===== src/sv/assert_macros.svh =====
// ----------------------------------------------------------------------------
// Assertion macros
// Clocked concurrent checks shared by the RTL files.
// ----------------------------------------------------------------------------
`ifndef ASSERT_MACROS_SVH
`define ASSERT_MACROS_SVH

// Check that holds at every clock edge outside reset.
`define ASSERT_CLK(label, prop, msg) \
    label: assert property (@(posedge clk) disable iff (!rst_n) (prop)) \
        else $error(msg);

// Implication checked with overlapping timing.
`define ASSERT_IMP(label, ante, cons, msg) \
    label: assert property (@(posedge clk) disable iff (!rst_n) (ante) |-> (cons)) \
        else $error(msg);

// Implication checked in the next cycle.
`define ASSERT_NEXT(label, ante, cons, msg) \
    label: assert property (@(posedge clk) disable iff (!rst_n) (ante) |=> (cons)) \
        else $error(msg);

`endif


===== src/sv/rlps_pkg.sv =====
// ----------------------------------------------------------------------------
// rlps_pkg
// Types and constants for the LED pulse width serializer.
// ----------------------------------------------------------------------------
`timescale 1ns / 1ps
`default_nettype none

package rlps_pkg;

    localparam int BITS_PER_PIXEL = 24;
    localparam int SEG_W          = 6;

    localparam logic [SEG_W-1:0] SEG_LAST_BIT = SEG_W'(2 * BITS_PER_PIXEL - 1);
    localparam logic [SEG_W-1:0] SEG_LATCH    = SEG_W'(2 * BITS_PER_PIXEL);

    localparam logic [1:0] REG_LONG  = 2'd0;
    localparam logic [1:0] REG_SHORT = 2'd1;
    localparam logic [1:0] REG_LATCH = 2'd2;

    localparam logic [7:0]  LONG_RESET  = 8'd65;
    localparam logic [7:0]  SHORT_RESET = 8'd15;
    localparam logic [15:0] LATCH_RESET = 16'd50000;

    typedef struct packed {
        logic [BITS_PER_PIXEL-1:0] bits;
        logic                      eof;
    } pixel_t;

    typedef struct packed {
        logic [7:0]  long_ticks;
        logic [7:0]  short_ticks;
        logic [15:0] latch_ticks;
    } cfg_t;

endpackage

`default_nettype wire


===== src/sv/rgb_led_pulse_width_serializer_top.sv =====
// ----------------------------------------------------------------------------
// rgb_led_pulse_width_serializer_top
// Pixel to pulse-width segment serializer for single-wire RGB LED strings.
//
//  Channel   Dir  tdata (low bit up)                tuser   tlast
//  s_axis    in   red[7:0] green[15:8] blue[23:16]  -       end_of_frame
//  m_axis    out  duration[15:0]                    level   run_last
//  cfg       in   cfg_index: 0 long, 1 short, 2 latch; cfg_wdata[15:0]
//
//  One segment per cycle unless m_axis stalls: 48 per pixel, 49 with end of
//  frame, set by the back-end serializer counter. Pixels stream back to back.
//  Input register plus a two-entry queue absorb requests while it runs.
//  Output is registered; downstream stalls hold the serializer, then back up.
//  Reset restores the timing registers; no clearing pass.
// ----------------------------------------------------------------------------
`timescale 1ns / 1ps
`default_nettype none

module rgb_led_pulse_width_serializer_top
    import rlps_pkg::*;
(
    input  wire logic        clk,
    input  wire logic        rst_n,
    input  wire logic        s_axis_tvalid,
    output logic             s_axis_tready,
    input  wire logic [23:0] s_axis_tdata,   // red, green, blue
    input  wire logic        s_axis_tlast,
    output logic             m_axis_tvalid,
    input  wire logic        m_axis_tready,
    output logic [15:0]      m_axis_tdata,   // duration
    output logic             m_axis_tuser,   // level
    output logic             m_axis_tlast,
    input  wire logic        cfg_we,
    input  wire logic [1:0]  cfg_index,
    input  wire logic [15:0] cfg_wdata
);

    logic   push_valid;
    logic   push_ready;
    pixel_t push_data;
    logic   pop_valid;
    logic   pop;
    pixel_t pop_data;
    cfg_t   cfg;

    rlps_front u_front (
        .clk           (clk),
        .rst_n         (rst_n),
        .s_axis_tvalid (s_axis_tvalid),
        .s_axis_tready (s_axis_tready),
        .s_axis_tdata  (s_axis_tdata),
        .s_axis_tlast  (s_axis_tlast),
        .cfg_we        (cfg_we),
        .cfg_index     (cfg_index),
        .cfg_wdata     (cfg_wdata),
        .push_valid    (push_valid),
        .push_ready    (push_ready),
        .push_data     (push_data),
        .cfg           (cfg)
    );

    rlps_queue u_queue (
        .clk        (clk),
        .rst_n      (rst_n),
        .push_valid (push_valid),
        .push_ready (push_ready),
        .push_data  (push_data),
        .pop_valid  (pop_valid),
        .pop        (pop),
        .pop_data   (pop_data)
    );

    rlps_back u_back (
        .clk           (clk),
        .rst_n         (rst_n),
        .cfg           (cfg),
        .pop_valid     (pop_valid),
        .pop           (pop),
        .pop_data      (pop_data),
        .m_axis_tvalid (m_axis_tvalid),
        .m_axis_tready (m_axis_tready),
        .m_axis_tdata  (m_axis_tdata),
        .m_axis_tuser  (m_axis_tuser),
        .m_axis_tlast  (m_axis_tlast)
    );

endmodule

`default_nettype wire


===== src/sv/rlps_front.sv =====
// ----------------------------------------------------------------------------
// rlps_front
// Input stage: takes pixel requests, orders bits for MSB-first send, holds
// the timing registers.
// ----------------------------------------------------------------------------
`timescale 1ns / 1ps
`default_nettype none

module rlps_front
    import rlps_pkg::*;
(
    input  wire logic        clk,
    input  wire logic        rst_n,
    input  wire logic        s_axis_tvalid,
    output logic             s_axis_tready,
    input  wire logic [23:0] s_axis_tdata,
    input  wire logic        s_axis_tlast,
    input  wire logic        cfg_we,
    input  wire logic [1:0]  cfg_index,
    input  wire logic [15:0] cfg_wdata,
    output logic             push_valid,
    input  wire logic        push_ready,
    output pixel_t           push_data,
    output cfg_t             cfg
);

    pixel_t hold_reg;
    logic   hold_valid_reg;
    logic   hold_valid_next;
    cfg_t   cfg_reg;
    logic   s_acc;

    assign s_axis_tready = !hold_valid_reg || push_ready;
    assign s_acc         = s_axis_tvalid && s_axis_tready;
    assign push_valid    = hold_valid_reg;
    assign push_data     = hold_reg;
    assign cfg           = cfg_reg;

    always_comb
    begin
        if (s_acc)
        begin
            hold_valid_next = 1'b1;
        end
        else if (push_ready)
        begin
            hold_valid_next = 1'b0;
        end
        else
        begin
            hold_valid_next = hold_valid_reg;
        end
    end

    always_ff @(posedge clk or negedge rst_n)
    begin
        if (!rst_n)
        begin
            hold_valid_reg <= 1'b0;
        end
        else
        begin
            hold_valid_reg <= hold_valid_next;
        end
    end

    // red goes out first, so it takes the top bits
    always_ff @(posedge clk)
    begin
        if (s_acc)
        begin
            hold_reg.bits <= {s_axis_tdata[7:0], s_axis_tdata[15:8], s_axis_tdata[23:16]};
            hold_reg.eof  <= s_axis_tlast;
        end
    end

    always_ff @(posedge clk or negedge rst_n)
    begin
        if (!rst_n)
        begin
            cfg_reg.long_ticks  <= LONG_RESET;
            cfg_reg.short_ticks <= SHORT_RESET;
            cfg_reg.latch_ticks <= LATCH_RESET;
        end
        else if (cfg_we)
        begin
            case (cfg_index)
                REG_LONG:  cfg_reg.long_ticks  <= cfg_wdata[7:0];
                REG_SHORT: cfg_reg.short_ticks <= cfg_wdata[7:0];
                REG_LATCH: cfg_reg.latch_ticks <= cfg_wdata;
                default:   cfg_reg             <= cfg_reg;
            endcase
        end
    end

endmodule

`default_nettype wire


===== src/sv/rlps_queue.sv =====
// ----------------------------------------------------------------------------
// rlps_queue
// Two-entry pixel FIFO between the input stage and the serializer.
// ----------------------------------------------------------------------------
`timescale 1ns / 1ps
`default_nettype none
`include "assert_macros.svh"

module rlps_queue
    import rlps_pkg::*;
(
    input  wire logic   clk,
    input  wire logic   rst_n,
    input  wire logic   push_valid,
    output logic        push_ready,
    input  wire pixel_t push_data,
    output logic        pop_valid,
    input  wire logic   pop,
    output pixel_t      pop_data
);

    pixel_t     mem [2];
    logic       wr_ptr_reg;
    logic       rd_ptr_reg;
    logic [1:0] count_reg;
    logic [1:0] count_next;
    logic       do_push;
    logic       do_pop;

    assign push_ready = (count_reg != 2'd2);
    assign pop_valid  = (count_reg != 2'd0);
    assign pop_data   = mem[rd_ptr_reg];
    assign do_push    = push_valid && push_ready;
    assign do_pop     = pop && pop_valid;

    always_comb
    begin
        count_next = count_reg;
        if (do_push && !do_pop)
        begin
            count_next = count_reg + 2'd1;
        end
        else if (do_pop && !do_push)
        begin
            count_next = count_reg - 2'd1;
        end
    end

    always_ff @(posedge clk or negedge rst_n)
    begin
        if (!rst_n)
        begin
            wr_ptr_reg <= 1'b0;
            rd_ptr_reg <= 1'b0;
            count_reg  <= 2'd0;
        end
        else
        begin
            if (do_push)
            begin
                wr_ptr_reg <= !wr_ptr_reg;
            end
            if (do_pop)
            begin
                rd_ptr_reg <= !rd_ptr_reg;
            end
            count_reg <= count_next;
        end
    end

    always_ff @(posedge clk)
    begin
        if (do_push)
        begin
            mem[wr_ptr_reg] <= push_data;
        end
    end

    `ASSERT_CLK(a_count_range, count_reg != 2'd3, "queue count out of range")
    `ASSERT_IMP(a_ptr_match, count_reg == 2'd0 || count_reg == 2'd2,
                wr_ptr_reg == rd_ptr_reg, "queue pointers disagree with count")

endmodule

`default_nettype wire


===== src/sv/rlps_back.sv =====
// ----------------------------------------------------------------------------
// rlps_back
// Serializer: turns a pixel into high/low segments, one per cycle unless the
// output stalls, plus the latch segment at end of frame.
// ----------------------------------------------------------------------------
`timescale 1ns / 1ps
`default_nettype none
`include "assert_macros.svh"

module rlps_back
    import rlps_pkg::*;
(
    input  wire logic        clk,
    input  wire logic        rst_n,
    input  wire cfg_t        cfg,
    input  wire logic        pop_valid,
    output logic             pop,
    input  wire pixel_t      pop_data,
    output logic             m_axis_tvalid,
    input  wire logic        m_axis_tready,
    output logic [15:0]      m_axis_tdata,
    output logic             m_axis_tuser,
    output logic             m_axis_tlast
);

    logic                      busy_reg;
    logic                      busy_next;
    logic [BITS_PER_PIXEL-1:0] word_reg;
    logic [BITS_PER_PIXEL-1:0] word_next;
    logic                      eof_reg;
    logic                      eof_next;
    logic [SEG_W-1:0]          seg_reg;
    logic [SEG_W-1:0]          seg_next;
    logic                      out_valid_reg;
    logic                      out_valid_next;
    logic                      out_level_reg;
    logic [15:0]               out_dur_reg;
    logic                      out_last_reg;
    logic                      adv;
    logic                      emit;
    logic                      done;
    logic                      is_latch;
    logic                      seg_level;
    logic [15:0]               seg_dur;
    logic                      seg_last;
    logic [7:0]                long_or_short;

    assign adv      = !out_valid_reg || m_axis_tready;
    assign emit     = busy_reg && adv;
    assign is_latch = (seg_reg == SEG_LATCH);
    assign done     = is_latch || ((seg_reg == SEG_LAST_BIT) && !eof_reg);
    assign pop      = pop_valid && (!busy_reg || (emit && done));

    // even segments are the high part of a bit, odd the low part
    assign seg_level     = !is_latch && !seg_reg[0];
    assign long_or_short = (word_reg[BITS_PER_PIXEL-1] == seg_level) ? cfg.long_ticks
                                                                     : cfg.short_ticks;
    assign seg_dur       = is_latch ? cfg.latch_ticks : {8'd0, long_or_short};
    assign seg_last      = done;

    always_comb
    begin
        busy_next      = busy_reg;
        word_next      = word_reg;
        eof_next       = eof_reg;
        seg_next       = seg_reg;
        out_valid_next = out_valid_reg && !m_axis_tready;
        if (emit)
        begin
            out_valid_next = 1'b1;
            seg_next       = seg_reg + SEG_W'(1);
            if (seg_reg[0])
            begin
                word_next = {word_reg[BITS_PER_PIXEL-2:0], 1'b0};
            end
            if (done)
            begin
                busy_next = 1'b0;
            end
        end
        if (pop)
        begin
            busy_next = 1'b1;
            word_next = pop_data.bits;
            eof_next  = pop_data.eof;
            seg_next  = '0;
        end
    end

    always_ff @(posedge clk or negedge rst_n)
    begin
        if (!rst_n)
        begin
            busy_reg      <= 1'b0;
            out_valid_reg <= 1'b0;
            seg_reg       <= '0;
        end
        else
        begin
            busy_reg      <= busy_next;
            out_valid_reg <= out_valid_next;
            seg_reg       <= seg_next;
        end
    end

    always_ff @(posedge clk)
    begin
        word_reg <= word_next;
        eof_reg  <= eof_next;
        if (emit)
        begin
            out_level_reg <= seg_level;
            out_dur_reg   <= seg_dur;
            out_last_reg  <= seg_last;
        end
    end

    assign m_axis_tvalid = out_valid_reg;
    assign m_axis_tdata  = out_dur_reg;
    assign m_axis_tuser  = out_level_reg;
    assign m_axis_tlast  = out_last_reg;

    `ASSERT_IMP(a_seg_range, busy_reg, seg_reg <= SEG_LATCH, "segment index past latch")
    `ASSERT_IMP(a_latch_eof, busy_reg && is_latch, eof_reg, "latch without end of frame")
    `ASSERT_NEXT(a_finish_idle, emit && done && !pop_valid, !busy_reg,
                 "serializer still busy after final segment")

endmodule

`default_nettype wire

===== config.mk =====
export PLATFORM = sky130hd
export DESIGN_NAME = rgb_led_pulse_width_serializer_top
export DESIGN_NICKNAME = d
export VERILOG_FILES = /design/src/sv/rlps_pkg.sv /design/src/sv/rgb_led_pulse_width_serializer_top.sv /design/src/sv/rlps_front.sv /design/src/sv/rlps_queue.sv /design/src/sv/rlps_back.sv
export VERILOG_INCLUDE_DIRS = /design/src /design/src/sv
export SDC_FILE = /design/constraint.sdc
export NUM_CORES = 1
export LEC_CHECK = 0
export ABC_AREA = 0
export BUFFER_PORTS_ARGS = -buffer_cell sky130_fd_sc_hd__clkbuf_2
export CORE_MARGIN = 2
export CORE_UTILIZATION = 40
export DETAILED_ROUTE_END_ITERATION = 8
export GPL_ROUTABILITY_DRIVEN = 1
export SYNTH_ARGS = -nofsm -noshare
export SYNTH_HDL_FRONTEND = slang
export SYNTH_SLANG_ARGS = --single-unit

===== constraint.sdc =====
create_clock -name clk -period 5.6 [get_ports clk]
set_input_delay 0 -clock clk [delete_from_list [all_inputs] [get_ports clk]]
set_output_delay 0 -clock clk [all_outputs]
set_load 0.005 [all_outputs]

==> results.cfg, run 1 <==
[outcome]
status = finished clean

[global_route]
grt_pass1_wl_um = 16460
grt_pass1_vias = 3360
antenna_found_initial = 0
gr-total-overflow = 0
track_usage = 0.1315
grt_max_degree = 46

[route]
ant_nets = 0
vias = 3255
viasPerCell = 4.690
drt-pass1-iter-count = 4
avgRoutedWirePerCell_um = 14.41
drtIter0Drc = 122
drc = 0
wl_um = 10000

[power_and_ir_drop]
power_mw = 3.648
p_leak_nw = 3.040
powerDensity_mw_per_mm2 = 460.5
ir_drop_uv = 247.0

[clock_network]
postCtsHoldBufs = 43
cts_max_level = 4
numCtsBuffers = 17
cts.path.max_buffers = 2
cts-root-buf = clkbuf_16
tritoncts = yes
clock_latency_ns = 0.42
cts_setup_buffers = 0
cts_sinks = 163
cts_resized = 0
cts.clk_slew.worst_paths_ns = 0.07

[hold_path]
hold_class = in2reg
hp-start = cfg_index[1]
min_path_cells = 3
holdPathEnd = u_front.cfg[28]$_DFFE_PN0P_

[critical_path]
cp_slowest_stage_delay_ns = 0.95
path_cells = inv_1 -> ha_1 -> and4b_1 -> nand3_4 -> a31oi_4 -> nand2b_1
cp-start-kind = flop
slowest_stage = nand2b_1
worstPathArrival_ns = 3.55
required_ns = 5.64
critical_path.max_fanout = 34
worstSetupEndpointType = flop
worstSetupPathType = reg2reg
timing.rr.end = u_back.word_reg[21]$_DFFE_PP_
ff2ff_path_depth = 6
r2r_setup_slack_ns = 2.09
reg2reg_from = u_back.seg_reg[0]$_DFFE_PN0P_

[logic_synthesis]
synth-seq-cells = 163
synthTopCellsByArea = edfxtp_1, mux2_2, dfrtp_1
synthTopCellsByCount = edfxtp_1, mux2_2, dfrtp_1
synthFlopType = edfxtp_1
yosys.area.top_type_share = 0.5621
yosys.area.top_type = edfxtp_1
synthAdderAreaFrac = 0.005955
synth_top_family_by_area = multiplexers
ys_types = 34
postSynthAreaPerCell_um2 = 17.91
synth_compound_area_frac = 0.01330
synth_xor_area_frac = 0.01509
synthArstFlopShare = 0.2761
netlist_area_mm2 = 0.006304
yosysSeqAreaShare = 0.7432
syn_inst = 352
synth_edf_count = 118
yosys.area_share.simple = 0.05121
yosysMostFrequentCell = edfxtp_1
yosysWarnings = 0
syn_nets = 403
synthMuxAreaShare = 0.1554

[floorplanning]
core_mm2 = 0.01531
start_util = 0.4116
die_area_mm2 = 0.01678
top_level_ports = 68
fp-row-count = 45
die_x_um = 129.5
die_height_um = 129.5

[place]
dpl.cell_count = 619
routabilityCongestion = 0.8117
hpwl_um = 5980
port_buffers = 67

[sta]
fmax_ghz = 0.2849
slew-limit-headroom = 0.2413
setup_tns_ns = 0
min_period_over_period = 0.6268
clock_skew_ns = 0.009453
finalHoldViolCount = 0
setup_viol = 0
worstMarginPinSlew_ns = 1.138
slew_violations = 0
min_period_ns = 3.510
rsz0062_at_grt = no

[layout]
area_delta_synth_final_pct = 25.65
antenna_cells = 0
finalNetCount = 521
largest_register_ff_count = 50
layoutNonFillerInstCount = 694
fillers = 1273
layout-drive-gt1-share = 0.4017

[run]
maxCapViolations = 0
==> worst max path at each step <==
stage | cells after the start | start | end
after floorplan | 8 | u_back.seg_reg[0]$_DFFE_PN0P_ | u_back.word_reg[0]$_SDFFCE_PP0P_
after global placement | 6 | u_back.seg_reg[0]$_DFFE_PN0P_ | u_back.word_reg[8]$_DFFE_PP_
after detailed placement | 6 | u_back.seg_reg[0]$_DFFE_PN0P_ | u_back.word_reg[11]$_DFFE_PP_
after CTS | 6 | u_back.seg_reg[0]$_DFFE_PN0P_ | u_back.word_reg[14]$_DFFE_PP_
after global routing | 6 | u_back.seg_reg[0]$_DFFE_PN0P_ | u_back.word_reg[21]$_DFFE_PP_
final | 6 | u_back.seg_reg[0]$_DFFE_PN0P_ | u_back.word_reg[21]$_DFFE_PP_
==> cell usage in the layout, fill, tap and decap left out, types with 2 or more instances in the layout <==
cell type / n
dfrtp_1: 33
nor2_1: 7
nand3b_1: 4
dlygate4sd3_1: 43
and3_1: 9
clkbuf_2: 67
bufinv_16: 4
ha_1: 3
clkbuf_16: 17
nand3_1: 5
nand2_1: 13
a21oi_1: 2
mux2_2: 78
nand4_1: 2
edfxtp_1: 118
inv_6: 4
and2_1: 4
inv_1: 6
xor2_1: 5
o21ai_0: 9
clkinv_1: 2
nand2b_1: 5
buf_4: 2
mux2i_1: 9
inv_8: 3
xnor2_1: 4
dfstp_2: 12
==> kinds of logic (layout without fill, tap and decap cells) <==
| logic type | after synthesis | count (layout) |
|---|---|---|
| AOI/OAI and AO/OA | 13 | 13 |
| xor gates and xnor gates | 10 | 10 |
| adders and majority gates | 3 | 3 |
| buffers and inverters | 19 | 150 |
| DFF | 163 | 163 |
| muxes | 88 | 88 |
| and+or+nand+nor | 56 | 56 |
==> where the power goes <==
group | switching [mW] | internal, mW
sequential | 0.143 | 1.66
combinational | 0.295 | 0.296
clock | 0.491 | 0.762
==> cell type report <==
cell class	count	area (um2)	share of cell area
flip-flops and latches	163	4684	0.5915
multi-input cells	170	1521	0.1921
repair buffers	112	780.7	0.09858
clock buffers	17	425.4	0.05371
well taps	211	264.0	0.03333
clock inverters	15	221.5	0.02796
inverters	6	22.52	0.002844
==> layer usage <==
layer  track usage  share of wire
met2        0.2167           0.50
met5             0              0
met3       0.04253          0.043
met1        0.1574           0.45
met4       0.06199          0.015
==> per-stage QoR <==
step,setup slack (ns),utilization,instance area [um2],hold slack [ns]
CTS,1.979,0.5172,7920,0.05171
global route,1.801,0.5172,7920,0.08162
global placement,2.179,0.4468,6843,0.1763
detailed placement,2.034,0.4468,6843,0.1786
floorplan,3.060,-,6304,-0.2956
finish,2.090,0.5172,7920,0.07054
==> critical path, delay by kind of cell, from the launching register on <==
family	cells	cell delay, ns
AND/OR/NAND/NOR	3	1.49
AO/OA/AOI/OAI	1	0.85
flip-flops	1	0.48
adder cells (fa/ha/maj)	1	0.15
buffers and inverters	1	0.14
Note: power is estimated with default switching activity, not from simulation.
==> run 2: changes to the inputs <==
clock period = 3.2 ns   (was 5.6 ns; I/O delays follow)
==> run 2 against run 1 <==
  * Sequential cell count unchanged
  * Worst setup slack worse by 1.4 ns
  * Sequential share of layout area up 0.12 points
  * Wire length about the same
  * Combinational power up 83%
  * Non-clock buffer count up 5
  * First-iteration DRC count up 39%
  * Worst hold slack better by 0.00061 ns
  * Die area unchanged
  * Register-to-register slack worse by 1.4 ns
  * Clock skew up 0.00090 ns
  * Critical path depth up 1
  * Critical path type unchanged
==> results.cfg, run 2 (synthesis results as in run 1) <==
[layout]
finalNetCount = 526
largest_register_ff_count = 50
fin_util = 0.5161
antenna_cells = 0
final_common_cell = edfxtp_1
layoutNonFillerInstCount = 699
final_area_mm2 = 0.007904
area_delta_synth_final_pct = 25.39
layout-drive-gt1-share = 0.4119
mostFrequentLayoutCells = edfxtp_1, mux2_2, clkbuf_2

[power_and_ir_drop]
power.internal_mw = 4.479
seqPwrFrac = 0.506
switching_power_mw = 1.695
pwr-share-clk = 0.319
ir_drop_uv = 423.1
p_leak_nw = 3.034
p_comb_frac = 0.174
swShare = 0.2745
powerDensity_mw_per_mm2 = 781.2

[critical_path]
cp-start-kind = flop
crit_path_start = u_back.seg_reg[0]$_DFFE_PN0P_
worstPathArrival_ns = 2.72
crit_path_end = u_back.word_reg[9]$_DFFE_PP_
path_cells = inv_1 -> ha_1 -> and4b_1 -> nand3_4 -> a31oi_4 -> buf_4 -> mux2_2
worstSetupEndpointType = flop
critical_path.max_fanout = 15
slowest_stage = dfrtp_1
reg2reg_from = u_back.seg_reg[0]$_DFFE_PN0P_
required_ns = 3.38
worstSetupPathType = reg2reg
cp_slowest_stage_delay_ns = 0.47
r2r_setup_slack_ns = 0.65
timing.rr.end = u_back.word_reg[9]$_DFFE_PP_
ff2ff_path_depth = 7

[sta]
rsz0062_at_grt = no
min_period_over_period = 0.7954
slew-limit-headroom = 0.2613
min_period_ns = 2.545
setup_tns_ns = 0
slew_violations = 0
worstMarginPinSlew_ns = 1.108
finalHoldViolCount = 0
setup_viol = 0
timing.hold.ws_ns = 0.07115
clock_skew_ns = 0.01035
fmax_ghz = 0.3929

[global_route]
grt_pass1_wl_um = 16270
antenna_found_initial = 0
track_usage = 0.1295
grt_pass1_vias = 3359
gr-total-overflow = 0
grt_max_degree = 46

[clock_network]
postCtsHoldBufs = 43
cts_sinks = 163
numCtsBuffers = 17
cts_resized = 0
clock_latency_ns = 0.43
tritoncts = yes
cts.path.max_buffers = 2
cts_setup_buffers = 0
cts_max_level = 4
cts-root-buf = clkbuf_16
cts.clk_slew.worst_paths_ns = 0.07

[floorplanning]
start_util = 0.4116
die_height_um = 129.5
fp-row-count = 45
core_mm2 = 0.01531
top_level_ports = 68
die_area_mm2 = 0.01678
die_x_um = 129.5

[place]
port_buffers = 67
hpwl_um = 6022
routabilityCongestion = 0.7926
dpl.cell_count = 624
postPlaceCellArea_mm2 = 0.006880

[hold_path]
min_path_cells = 3
hold_class = in2reg

[route]
drt-pass1-iter-count = 4
drc = 0
vias = 3289
wl_um = 9998
viasPerCell = 4.705
ant_nets = 0
drtIter0Drc = 170
avgRoutedWirePerCell_um = 14.30

[outcome]
status = finished clean

[run]
maxCapViolations = 0
run 2: cell count changes in the layout (fill, tap and decap cells not counted):
cell and delta:
buf_4 +5, clkinvlp_4 +1, clkinv_1 -2, clkinv_8 +3
bufinv_16 -4, clkinv_4 +2
run 2: power groups by stage:
stage	registers [mW]	clock network [mW]	logic, mW
detailed placement	3.17	0	1.06
global placement	3.15	0	1.04
CTS	3.13	2.02	1.10
finish	3.13	1.97	1.08
floorplan	3.09	0	0.774
global route	3.19	2.11	1.20
run 2: layer usage:
layer	global-route usage	share of wire	vias up
li1	-	-	1569
met1	0.1547	0.45	1620
met2	0.2130	0.48	81
met3	0.04005	0.045	19
met4	0.06578	0.022	0
met5	0	0	-
run 2: cell type report:
cell class | instances | area, um2
clock buffers | 17 | 425.4
clock inverters | 15 | 167.7
fillers | 1270 | 7411
inverters | 6 | 22.52
multi-input cells | 170 | 1521
flip-flops and latches | 163 | 4684
well taps | 211 | 264.0
repair buffers | 117 | 818.3
run 2: worst max-delay path, delay by kind of cell (launching register included):
family	cells	cell delay, ns
AO/OA/AOI/OAI	1	0.33
adder cells (fa/ha/maj)	1	0.16
buffers and inverters	2	0.43
flip-flops	1	0.47
multiplexers	1	0.36
AND/OR/NAND/NOR	2	0.54
run 2: metrics by stage:
| step | power, mW | setup WS, ns |
|---|---|---|
| finish | 6.175 | 0.6547 |
| CTS | 6.257 | 0.6409 |
| global route | 6.500 | 0.4767 |
| global placement | 4.186 | 0.7576 |
| detailed placement | 4.228 | 0.6653 |
| floorplan | 3.862 | 0.6595 |
run 2: how the worst min path moves through the flow:
stage | startpoint | end | slack, ns
floorplan | rst_n | u_back.busy_reg$_DFFE_PN0P_ | -0.30
global placement | s_axis_tdata[12] | u_front.push_data[13]$_DFFE_PP_ | 0.18
detailed placement | s_axis_tdata[2] | u_front.push_data[19]$_DFFE_PP_ | 0.18
CTS | cfg_index[0] | u_front.cfg[26]$_DFFE_PN0P_ | 0.05
global route | cfg_index[0] | u_front.cfg[27]$_DFFE_PN0P_ | 0.06
finish | cfg_index[0] | u_front.cfg[26]$_DFFE_PN0P_ | 0.07
